## src/rtl/core/utf8d_pkg.sv

```systemverilog
// Types and constants shared by the UTF-8 stream decoder modules.
`timescale 1ns / 1ps

package utf8d_pkg;

	localparam int CP_W      = 21;
	localparam int COUNT_W   = 3;
	localparam int OUT_TDATA_W = 32;

	localparam logic [CP_W-1:0] FLOOR_LEN2    = 21'h00007F;
	localparam logic [CP_W-1:0] FLOOR_LEN3    = 21'h0007FF;
	localparam logic [CP_W-1:0] FLOOR_LEN4    = 21'h00FFFF;
	localparam logic [CP_W-1:0] SURROGATE_LO  = 21'h00D800;
	localparam logic [CP_W-1:0] SURROGATE_HI  = 21'h00DFFF;
	localparam logic [CP_W-1:0] MAX_SCALAR    = 21'h10FFFF;

	localparam logic [7:0] ASCII_MAX   = 8'h7F;
	localparam logic [7:0] LEAD2_MIN   = 8'hC0;
	localparam logic [7:0] LEAD3_MIN   = 8'hE0;
	localparam logic [7:0] LEAD4_MIN   = 8'hF0;
	localparam logic [7:0] LEAD_LIMIT  = 8'hF8;
	localparam logic [1:0] CONT_TAG    = 2'b10;

	localparam logic [2:0] SEQ_LEN2 = 3'd2;
	localparam logic [2:0] SEQ_LEN3 = 3'd3;
	localparam logic [2:0] SEQ_LEN4 = 3'd4;

	typedef struct packed {
		logic [CP_W-1:0]    code_point;
		logic               is_error;
		logic [COUNT_W-1:0] byte_count;
		logic               last_of_run;
	} utf8d_result_t;

	typedef struct packed {
		logic [CP_W-1:0] accumulated_bits;
		logic [1:0]      bytes_still_expected;
		logic [1:0]      bytes_taken;
		logic [2:0]      sequence_length;
	} utf8d_state_t;

endpackage

```

## src/rtl/core/utf8d_decode.sv

```systemverilog
// Combinational step of the decoder: one byte and the open sequence give results and new state.
`timescale 1ns / 1ps

module utf8d_decode (
	input  logic [7:0]              data_byte,
	input  logic                    end_of_data,
	input  utf8d_pkg::utf8d_state_t state_cur,
	output utf8d_pkg::utf8d_state_t state_nxt,
	output utf8d_pkg::utf8d_result_t res0,
	output utf8d_pkg::utf8d_result_t res1,
	output logic [1:0]              res_cnt
);
	import utf8d_pkg::*;

	utf8d_result_t   lead_res;
	utf8d_state_t    lead_st;
	logic            lead_has;
	logic [2:0]      lead_len;
	logic [7:0]      lead_mask;
	logic [CP_W-1:0] acc_n;
	logic [1:0]      taken_n;
	logic [1:0]      exp_n;
	logic [CP_W-1:0] floor_val;
	logic            bad;

	// Decode of the byte as if no sequence were open.
	always_comb begin
		lead_res  = '0;
		lead_st   = '0;
		lead_has  = 1'b1;
		lead_len  = SEQ_LEN2;
		lead_mask = 8'h1F;
		if (data_byte >= LEAD4_MIN) begin
			lead_len  = SEQ_LEN4;
			lead_mask = 8'h07;
		end else if (data_byte >= LEAD3_MIN) begin
			lead_len  = SEQ_LEN3;
			lead_mask = 8'h0F;
		end
		lead_res.byte_count = 3'd1;
		if (data_byte <= ASCII_MAX) begin
			lead_res.code_point = {{(CP_W-8){1'b0}}, data_byte};
		end else if (data_byte < LEAD2_MIN || data_byte >= LEAD_LIMIT) begin
			lead_res.is_error = 1'b1;
		end else if (end_of_data) begin
			lead_res.is_error = 1'b1;
		end else begin
			lead_has                     = 1'b0;
			lead_st.accumulated_bits     = {{(CP_W-8){1'b0}}, data_byte & lead_mask};
			lead_st.bytes_still_expected = 2'(lead_len - 3'd1);
			lead_st.bytes_taken          = 2'd1;
			lead_st.sequence_length      = lead_len;
		end
	end

	// Continuation path and range check of a completed sequence.
	always_comb begin
		acc_n   = {state_cur.accumulated_bits[CP_W-7:0], data_byte[5:0]};
		taken_n = state_cur.bytes_taken + 2'd1;
		exp_n   = state_cur.bytes_still_expected - 2'd1;
		case (state_cur.sequence_length)
			SEQ_LEN4: floor_val = FLOOR_LEN4;
			SEQ_LEN3: floor_val = FLOOR_LEN3;
			default:  floor_val = FLOOR_LEN2;
		endcase
		bad = (acc_n <= floor_val) || (acc_n >= SURROGATE_LO && acc_n <= SURROGATE_HI) ||
		      (acc_n > MAX_SCALAR);
	end

	always_comb begin
		state_nxt = state_cur;
		res0      = '0;
		res1      = '0;
		res_cnt   = 2'd0;
		if (state_cur.bytes_still_expected != 2'd0) begin
			if (data_byte[7:6] == CONT_TAG) begin
				if (exp_n == 2'd0) begin
					res0.code_point = bad ? '0 : acc_n;
					res0.is_error   = bad;
					res0.byte_count = state_cur.sequence_length;
					res_cnt         = 2'd1;
					state_nxt       = '0;
				end else if (end_of_data) begin
					res0.is_error   = 1'b1;
					res0.byte_count = {1'b0, taken_n};
					res_cnt         = 2'd1;
					state_nxt       = '0;
				end else begin
					state_nxt.accumulated_bits     = acc_n;
					state_nxt.bytes_still_expected = exp_n;
					state_nxt.bytes_taken          = taken_n;
				end
			end else begin
				// The broken sequence is reported, then the byte starts over.
				res0.is_error   = 1'b1;
				res0.byte_count = {1'b0, state_cur.bytes_taken};
				res1            = lead_res;
				res_cnt         = lead_has ? 2'd2 : 2'd1;
				state_nxt       = lead_st;
			end
		end else begin
			res0      = lead_res;
			res_cnt   = {1'b0, lead_has};
			state_nxt = lead_st;
		end
		if (res_cnt == 2'd1) begin
			res0.last_of_run = 1'b1;
		end
		if (res_cnt == 2'd2) begin
			res1.last_of_run = 1'b1;
		end
	end

endmodule

```

## src/rtl/core/utf8d_result_fifo.sv

```systemverilog
// Result queue that takes up to two results per cycle and delivers one.
`timescale 1ns / 1ps

module utf8d_result_fifo #(
	parameter int DEPTH = 4
) (
	input  logic                     clk,
	input  logic                     arst_n,
	input  utf8d_pkg::utf8d_result_t push0,
	input  utf8d_pkg::utf8d_result_t push1,
	input  logic [1:0]               push_cnt,
	input  logic                     pop,
	output utf8d_pkg::utf8d_result_t head,
	output logic                     not_empty,
	output logic                     room_for_two
);
	import utf8d_pkg::*;

	localparam int AW = (DEPTH > 1) ? $clog2(DEPTH) : 1;
	localparam int CW = $clog2(DEPTH + 1);

	utf8d_result_t   entries_q [DEPTH];
	logic [AW-1:0]   wr_ptr_q;
	logic [AW-1:0]   rd_ptr_q;
	logic [CW-1:0]   count_q;
	logic [AW-1:0]   wr_ptr_p1;

	function automatic logic [AW-1:0] ptr_inc(input logic [AW-1:0] p);
		return (p == AW'(DEPTH - 1)) ? '0 : p + 1'b1;
	endfunction

	assign wr_ptr_p1    = ptr_inc(wr_ptr_q);
	assign head         = entries_q[rd_ptr_q];
	assign not_empty    = (count_q != '0);
	assign room_for_two = (count_q <= CW'(DEPTH - 2));

	always_ff @(posedge clk) begin
		if (push_cnt != 2'd0) begin
			entries_q[wr_ptr_q] <= push0;
		end
		if (push_cnt == 2'd2) begin
			entries_q[wr_ptr_p1] <= push1;
		end
	end

	always_ff @(posedge clk or negedge arst_n) begin
		if (!arst_n) begin
			wr_ptr_q <= '0;
			rd_ptr_q <= '0;
			count_q  <= '0;
		end else begin
			if (push_cnt == 2'd1) begin
				wr_ptr_q <= wr_ptr_p1;
			end else if (push_cnt == 2'd2) begin
				wr_ptr_q <= ptr_inc(wr_ptr_p1);
			end
			if (pop) begin
				rd_ptr_q <= ptr_inc(rd_ptr_q);
			end
			count_q <= count_q + CW'(push_cnt) - CW'(pop);
		end
	end

endmodule

```

## src/rtl/core/utf8_stream_decoder_unit.sv

```systemverilog
// UTF-8 stream decoder: bytes in, code points or error results out.
//
// One UTF-8 byte is taken per word on the slave side (tdata holds the byte, tlast marks
// the last byte of the stream) and decoded code points come out as words on the master
// side, one result per word. The block sustains one byte per cycle while the queue has
// room. A byte first lands in an input register; a single pass of shallow logic then
// checks it against the open sequence and writes its results into a small result queue,
// from which the master side takes one word per cycle while tready is high, so a result
// is offered only after passing through both. Most bytes give one result or none (a
// continuation byte in mid-sequence gives none). A byte that breaks an open sequence
// gives an error for the dropped bytes and then, unless it opens a new sequence, its own
// result; the extra result can hold up the slave side, as the queue drains one word per cycle.
// While results wait to be taken, the slave side goes on accepting bytes as long as the
// queue has room for two more results; beyond that one more byte can wait in the input
// register before tready drops. Sequences must use continuation bytes 10xxxxxx and must
// not be overlong, a surrogate or above 10FFFF; bytes 80-BF and F8-FF seen as a lead are
// errors at once. Every error result carries a zero code point and the number of bytes
// it covers, and tlast on the master side marks the final result caused by one input
// byte. Bytes with tlast set flush any unfinished sequence as an error.
`timescale 1ns / 1ps

module utf8_stream_decoder_unit #(
	parameter int RESULT_DEPTH = 4
) (
	input  logic        clk,
	input  logic        arst_n,
	input  logic        s_axis_tvalid,
	output logic        s_axis_tready,
	input  logic [7:0]  s_axis_tdata,   // [7:0] data_byte
	input  logic        s_axis_tlast,   // end_of_data
	output logic        m_axis_tvalid,
	input  logic        m_axis_tready,
	output logic [utf8d_pkg::OUT_TDATA_W-1:0] m_axis_tdata, // [20:0] code_point,
	                                                         // [21] is_error,
	                                                         // [24:22] byte_count, rest zero
	output logic        m_axis_tlast    // last_of_run
);
	import utf8d_pkg::*;

	// Input register: one byte waiting for the decode pass.
	logic          valid_s1;
	logic [7:0]    byte_s1;
	logic          last_s1;

	// Open sequence, updated each time a byte is decoded.
	utf8d_state_t  seq_q;
	utf8d_state_t  seq_nxt;

	utf8d_result_t res0;
	utf8d_result_t res1;
	logic [1:0]    res_cnt;
	logic [1:0]    push_cnt;
	utf8d_result_t head;
	logic          room_for_two;
	logic          consume;

	// A byte is decoded only when the queue can take both of its possible results.
	assign consume       = valid_s1 && room_for_two;
	assign s_axis_tready = !valid_s1 || consume;
	assign push_cnt      = consume ? res_cnt : 2'd0;

	always_ff @(posedge clk or negedge arst_n) begin
		if (!arst_n) begin
			valid_s1 <= 1'b0;
		end else if (s_axis_tvalid && s_axis_tready) begin
			valid_s1 <= 1'b1;
		end else if (consume) begin
			valid_s1 <= 1'b0;
		end
	end

	always_ff @(posedge clk) begin
		if (s_axis_tvalid && s_axis_tready) begin
			byte_s1 <= s_axis_tdata;
			last_s1 <= s_axis_tlast;
		end
	end

	always_ff @(posedge clk or negedge arst_n) begin
		if (!arst_n) begin
			seq_q <= '0;
		end else if (consume) begin
			seq_q <= seq_nxt;
		end
	end

	utf8d_decode u_decode (
		.data_byte   (byte_s1),
		.end_of_data (last_s1),
		.state_cur   (seq_q),
		.state_nxt   (seq_nxt),
		.res0        (res0),
		.res1        (res1),
		.res_cnt     (res_cnt)
	);

	utf8d_result_fifo #(
		.DEPTH (RESULT_DEPTH)
	) u_result_fifo (
		.clk          (clk),
		.arst_n       (arst_n),
		.push0        (res0),
		.push1        (res1),
		.push_cnt     (push_cnt),
		.pop          (m_axis_tvalid && m_axis_tready),
		.head         (head),
		.not_empty    (m_axis_tvalid),
		.room_for_two (room_for_two)
	);

	assign m_axis_tdata = {{(OUT_TDATA_W - CP_W - 1 - COUNT_W){1'b0}},
	                       head.byte_count, head.is_error, head.code_point};
	assign m_axis_tlast = head.last_of_run;

endmodule

```

## config.mk

```make
export PLATFORM = sky130hd
export DESIGN_NAME = utf8_stream_decoder_unit
export DESIGN_NICKNAME = d
export VERILOG_FILES = /design/src/rtl/core/utf8d_pkg.sv /design/src/rtl/core/utf8d_decode.sv /design/src/rtl/core/utf8d_result_fifo.sv /design/src/rtl/core/utf8_stream_decoder_unit.sv
export SDC_FILE = /design/constraint.sdc
export NUM_CORES = 1
export LEC_CHECK = 0
export BUFFER_PORTS_ARGS = -buffer_cell sky130_fd_sc_hd__buf_4
export CAP_MARGIN = 20
export CORE_UTILIZATION = 40
export DETAILED_ROUTE_END_ITERATION = 10
export SETUP_SLACK_MARGIN = 0.2
export SLEW_MARGIN = 20
export SYNTH_ARGS = -nofsm -noshare
export SYNTH_HDL_FRONTEND = slang
export SYNTH_HIERARCHICAL = 1
export SYNTH_SLANG_ARGS = --single-unit
```

## constraint.sdc

```tcl
create_clock -name clk -period 6.16 [get_ports clk]
set_input_delay 0.308 -clock clk [delete_from_list [all_inputs] [get_ports clk]]
set_output_delay 0.308 -clock clk [all_outputs]
set_load 0.03 [all_outputs]
```

==> summary.md, run 1 <==
| Metric | Value |
|---|---|
| Status | `finished, final reports clean` |
| Worst path cell trace | `and3_1 > nor3_2 > a21oi_1 > and3_2 > inv_1 > ha_1 > nand2_2 > o21ai_2 > buf_4` |
| Setup TNS | `0 ns` |
| Cts hold-fix bufs | `1` |
| Mapped cell area | `8050 um^2` |
| Initial antenna violation count | `0` |
| Core area | `19,600 um^2` |
| Via count | `4,527` |
| Drt total wl | `around 17,000 um` |
| Crit path largest cell delay | `0.53 ns` |
| Design area | `around 9000 um^2` |
| Hold endpoint | `byte_s1[7]` |
| Drt via density | `5.28` |
| Port Buffers | `40` |
| Skew-Pair Late Insertion Delay | `roughly 0.43 ns` |
| Final #Nets | `around 620` |
| Critical Path RT | `approximately 6.2 ns` |
| Rows | `~50` |
| Hold Fails Final Rpt | `0` |
| LEAKAGE | `between 3 and 4 nW` |
| H-tree levels | `4` |
| Largest net degree at the start of global routing | `31` |
| Post-Synthesis Cells | `around 540` |
| DRC | `0` |
| Pwr Total | `between 4 and 5 mW` |
| DR WL/cell | `slightly above 20 um` |
| Yosys warning count | `6` |
| TritonCTS clock tree | `built` |
| CP startpoint kind | `flop` |
| Post-cts gate resize count | `0` |
| Total GRT Usage | `~18%` |
| Mapped Avg Cell Area | `~15 um^2` |
| Post-CTS Setup Bufs | `0` |
| Slew margin rel. | `41.8%` |
| Power Density | `472 nW/um^2` |
| FF-to-FF Start | `byte_s1[5]` |
| Clock buffer count from CTS | `17` |
| Final ANT Viol Nets | `0` |
| Sink Count | `between 100 and 150` |
| Chip height | `between 100 and 150 um` |
| Clk Tree Root Cell | `clkbuf_16` |
| N_diodes | `0` |
| Iteration-0 DRC count of the detailed router | `240` |
| Measured slew at the worst slew-check pin | `around 0.87 ns` |
| Hold Path Class | `in -> reg` |
| R2R setup slack | `2.64 ns` |
| Number of setup violations in the final report | `0` |
| Initial Util | `between 40% and 50%` |
| Die ar. | `20,700 um^2` |
| Achievable Freq | `about 280 MHz` |
| Unrepaired setup endpoints after global routing | `false` |
| Tcrit/Tclk final | `57.1%` |
| Final GP Congestion | `between 0.8 and 0.9` |
| Critical path class | `reg -> reg` |
| Worst setup EP type | `flop` |
| Final Skew | `about 0.010 ns` |
| Cells on worst reg2reg path | `9` |
| CTS Buffer Depth | `2` |
| Detail Placement HPWL | `approximately 11,000 um` |
| Reg-to-Reg End | `u_result_fifo/entries_q[1][22]` |
| CTS clk-pin slew, worst paths | `approximately 0.060 ns` |
| Hold path cells | `1` |
| Area Growth Syn to Fin | `11.9%` |
| Worst path slowest cell | `nand2_2` |
| I/O pin count | `48` |
| CP arrival | `3.59 ns` |
| Total iterations of the first detailed-routing run | `4` |
| Max IR drop VDD | `242 uV` |
| Hold Startpoint | `s_axis_tdata[7]` |
| Fin crit period | `around 3.5 ns` |
| Fraction of layout cells with a size suffix above 1 | `about 40%` |
| Max FO, Critical Path | `27` |
| First-pass GRT wire length | `26,900 um` |
| Die X | `between 100 and 150 um` |
| Placed instance area | `8430 um^2` |
| Max-capacitance violation count | `0` |
| Vias in the first global route | `between 4,000 and 5,000` |
| Gr ovfl total | `0` |
| Slew Viols, Final | `0` |
## worst max path at each step
| stage | startpoint | to | slack (ns) |
|---|---|---|---|
| floorplan | byte_s1[5] | u_result_fifo/entries_q[0][0] | 2.11 |
| global placement | byte_s1[5] | u_result_fifo/entries_q[1][24] | 2.74 |
| detailed placement | byte_s1[5] | u_result_fifo/entries_q[0][19] | 2.66 |
| CTS | byte_s1[5] | u_result_fifo/entries_q[0][22] | 2.61 |
| global route | byte_s1[5] | u_result_fifo/entries_q[2][22] | 2.41 |
| finish | byte_s1[5] | u_result_fifo/entries_q[1][22] | 2.64 |
## flip-flops by register name, indices dropped and copies added, names as in the netlist
register and flops:
byte_s1 8, last_s1 1, seq_q 22, u_result_fifo/count_q 3
u_result_fifo/entries_q 104, u_result_fifo/rd_ptr_q 2, u_result_fifo/wr_ptr_q 2, valid_s1 1
## layout by cell type, fill, tap and decap left out, types with 11 or more instances in the layout
master     instances
mux2_2           114
edfxtp_1         113
buf_4             46
and2_1            34
dfrtp_1           30
ha_1              25
conb_1            23
clkbuf_16         17
mux2_4            15
inv_1             15
mux4_1            14
nand2_1           12
mux4_2            12
nor2_1            11
a21oi_1           11
## power breakdown
| group | leakage [nW] | switching, mW | internal [mW] | total (mW) |
|---|---|---|---|---|
| registers | 1.45 | 0.119 | 1.37 | 1.48 |
| clock network | 0.274 | 0.410 | 0.594 | 1.00 |
| logic | 1.89 | 1.03 | 0.741 | 1.77 |
| total | 3.61 | 1.55 | 2.70 | 4.25 |
## per-layer routing
layer	track usage [%]	routed length, um	up-vias
met5	0	0	-
met4	6.33	278	0
met3	3.10	654	22
met2	29.0	8270	112
met1	24.0	8150	2306
li1	-	-	2087
## cell type report
type | count | area, um^2
clock buffer | 18 | 429
clock inverter | 14 | 141
fill | 1758 | 10600
inverter | 15 | 56.3
multi-input combinational | 355 | 3550
sequential | 143 | 4140
tap | 265 | 332
timing repair buffer | 47 | 355
## metrics by stage
| stage | util [%] | std cells | hold slack, ns | setup slack (ns) |
|---|---|---|---|---|
| 2_1_floorplan | - | 558 | 0.0124 | 2.11 |
| 3_3_place_gp | 43.0 | 824 | 0.272 | 2.74 |
| 3_5_place_dp | 43.0 | 824 | 0.284 | 2.66 |
| 4_1_cts | 46.0 | 857 | 0.0441 | 2.61 |
| 5_1_grt | 46.0 | 857 | 0.0454 | 2.41 |
| 6_report | 46.0 | 857 | 0.0545 | 2.64 |
## worst max-delay path: cells and delay by family (launching register included)
kind	cells	cell delay, ns
buffers and inverters	2	0.51
AND/OR/NAND/NOR	4	1.51
adder cells (fa/ha/maj)	1	0.28
flip-flops	1	0.51
AO/OA/AOI/OAI	2	0.34
(Power assumes the default switching activity.)
==> run 2, diff against run 1 <==
Settings changed: ABC_AREA from default to 1.
Clock period 6.16 ns to 3.36 ns, I/O delays scaled along.
==> run 2 against run 1 <==
Against the previous run:
- combinational power up 94%
- synthesized area increased by 2.6%
- largest cell class unchanged
- sequential share of layout area down 1.5 points
- critical path type unchanged
- clock power grew 84%
- sequential power up 79%
- via count up 40%
==> summary.md, run 2 <==
| Metric | Value |
|---|---|
| Clk Tree Root Cell | `clkbuf_16` |
| Die ar. | `21,200 um^2 (+2.5%)` |
| Worst path cell trace | `inv_1 > nor2_1 > nand2_1 > o21ai_1 > nor2_2 > o21ai_0 > o21ai_0 > inv_1 > nor2_1 > inv_1 > ha_1 > nand2_2 > buf_6 > nand2_1 > o21ai_1` |
| Final #Nets | `1,034 (+67%)` |
| Rows | `52 (+2.0%)` |
| N_diodes | `0 (unchanged)` |
| Area of the multi-input gates | `3290 um^2 (-7.4%)` |
| Initial antenna violation count | `0 (unchanged)` |
| Commonest non-fill, non-tap cell in the layout | `nand2_1` |
| CP bufs+invs | `4 (+2)` |
| Critical path class | `reg -> reg` |
| Reg area | `4150 um^2 (about the same)` |
| Final core occ | `46.0% (about the same)` |
| Placed instance area | `8600 um^2 (+2.0%)` |
| Design area | `9310 um^2 (+3.4%)` |
| Core area | `20,200 um^2 (+3.3%)` |
| Power Density | `850 nW/um^2 (+80%)` |
| Clock Power Share | `23.2% (-0.4 points)` |
| CP top delay family | `simple AND/OR/NAND/NOR gates` |
| Cell Int Power | `4.63 mW (+71%)` |
| Sink Count | `143 (unchanged)` |
| Regs by FF count | `u_result_fifo/entries_q: 104 flops, seq_q: 22 flops, byte_s1: 8 flops` |
| H-tree levels | `4 (unchanged)` |
| Gate power share | `43.4% (+1.9 points)` |
| Fraction of layout cells with a size suffix above 1 | `14.9% (-25 points)` |
| Max IR drop VDD | `484 uV (+100%)` |
| Worst setup EP type | `flop` |
| Hold Path Class | `in -> reg` |
| Largest Register | `u_result_fifo/entries_q` |
| Detail Placement HPWL | `12,800 um (+14%)` |
| Drt via density | `4.94 (-6.4%)` |
| Most frequent cells in the layout | `nand2_1 (198), nor2_1 (144), edfxtp_1 (113)` |
| Clock buffer count from CTS | `17 (unchanged)` |
| Measured slew at the worst slew-check pin | `0.690 ns (-0.181 ns)` |
| Critical Path RT | `3.62 ns (-2.61 ns)` |
| Final ANT Viol Nets | `0 (unchanged)` |
| Slack of the critical path | `0.522 ns (-2.12 ns)` |
| Fin crit period | `2.84 ns (-0.682 ns)` |
| Total GRT Usage | `18.8% (+0.92 points)` |
| Flop pwr share | `33.4% (-1.5 points)` |
| Max FO, Critical Path | `40 (+48%)` |
| Fin Hold WS | `0.117 ns (+0.0625 ns)` |
| Initial Util | `40.8% (-0.28 points)` |
| DRC | `0 (unchanged)` |
| Iteration-0 DRC count of the detailed router | `398 (+66%)` |
| Die X | `146 um (+1.3%)` |
| Sw frac | `41.5% (+5.0 points)` |
| CTS clk-pin slew, worst paths | `0.06 ns (about the same)` |
| CP startpoint kind | `flop` |
| Achievable Freq | `352 MHz (+24%)` |
| First-pass GRT wire length | `30,900 um (+15%)` |
| Setup TNS | `0 ns (unchanged)` |
| Post-CTS Setup Bufs | `0 (unchanged)` |
| Final GP Congestion | `0.875 (+2.2%)` |
| Vias in the first global route | `6,122 (+30%)` |
| Post-Synthesis Cells | `952 (+77%)` |
| Total iterations of the first detailed-routing run | `5 (+1)` |
| Worst path slowest cell | `edfxtp_1` |
| Chip height | `146 um (+1.3%)` |
| Slew margin rel. | `53.7% (+12 points)` |
| Pre-CTS setup slack | `0.488 ns (-2.17 ns)` |
| Skew-Pair Late Insertion Delay | `0.42 ns (about the same)` |
| Crit path largest cell delay | `0.38 ns (-0.15 ns)` |
| CTS Buffer Depth | `2 (unchanged)` |
| Port Buffers | `40 (unchanged)` |
| Gr ovfl total | `0 (unchanged)` |
| NetSw | `3.29 mW (+110%)` |
| Hold Fails Final Rpt | `0 (unchanged)` |
| DR WL/cell | `14.8 um (-27%)` |
| Drt total wl | `18,900 um (+9.2%)` |
| I/O pin count | `48 (unchanged)` |
| Mapped cell area | `8260 um^2 (+2.6%)` |
| Tcrit/Tclk final | `84.5% (+27 points)` |
| CP arrival | `3.10 ns (-0.49 ns)` |
| Number of setup violations in the final report | `0 (unchanged)` |
| Fillers | `1,977 (+12%)` |
| Unrepaired setup endpoints after global routing | `true` |
| Most used cell, CP | `inv_1` |
| Status | `finished, final reports clean` |
| Slew Viols, Final | `0 (unchanged)` |
| Area Growth Syn to Fin | `12.8%` |
| Max-capacitance violation count | `0 (unchanged)` |
| Largest net degree at the start of global routing | `54 (+74%)` |
| Final Skew | `0.0127 ns (+0.00254 ns)` |
| Max reg flops | `104 (unchanged)` |
| Via count | `6,317 (+40%)` |
| Yosys warning count | `6 (unchanged)` |
| Mapped Avg Cell Area | `8.68 um^2 (-42%)` |
| TritonCTS clock tree | `built` |
| LEAKAGE | `3.76 nW (+4.0%)` |
-- run 2: routing by layer --
| layer | track usage, % | up-vias | part of all wire (%) |
|---|---|---|---|
| li1 | - | 3177 | - |
| met1 | 24.2 | 2974 | 46 |
| met2 | 31.6 | 144 | 48 |
| met3 | 3.57 | 22 | 4.2 |
| met4 | 6.63 | 0 | 1.7 |
| met5 | 0 | - | 0 |
-- run 2: cell type report --
type                            instances  area share, %
Timing Repair Buffer                   75           6.54
Clock buffer                           18           4.61
Tap cell                              270           3.63
Clock inverter                         14           1.53
Inverter                               95           3.88
Sequential cell                       143           44.5
Multi-Input combinational cell        663           35.3
-- run 2: final timing paths --
| path | start | to | slack [ns] | depth (start not counted) |
|---|---|---|---|---|
| worst min-delay path | m_axis_tready | u_result_fifo/rd_ptr_q[0] | 0.12 | 4 |
| worst max-delay path | byte_s1[5] | u_result_fifo/entries_q[3][16] | 0.52 | 15 |
| worst max register to register | byte_s1[5] | u_result_fifo/entries_q[3][16] | 0.52 | 15 |
| min in group asynchronous | arst_n | seq_q[14] | 0.21 | 2 |
| worst min register to register | seq_q[6] | seq_q[6] | 0.48 | 2 |
| max in group asynchronous | arst_n | u_result_fifo/rd_ptr_q[0] | 2.83 | 2 |
-- run 2: power by group through the flow --
stage	registers (mW)	logic (mW)	clock network [mW]
global route	2.69	3.84	1.94
detailed placement	2.69	3.44	0
finish	2.65	3.44	1.84
floorplan	2.61	2.51	0
global placement	2.68	3.40	0
CTS	2.65	3.46	1.87
-- run 2: timing repair --
item	in CTS	in global routing
hold buffers	11	0
setup endpoints to repair	0	77
endpoints found under the hold margin	40	0
resized for setup	0	8
-- run 2: worst min-delay path, cell delays in order --
cell	delay (ns)
buf_4	0.08
nand2_1	0.04
inv_1	0.12
o21ai_0	0.09
-- run 2: metrics by stage --
stage | total power, mW | instances
finish | 7.92 | 1278
global route | 8.47 | 1278
CTS | 7.98 | 1278
detailed placement | 6.13 | 1235
global placement | 6.08 | 1235
floorplan | 5.12 | 973
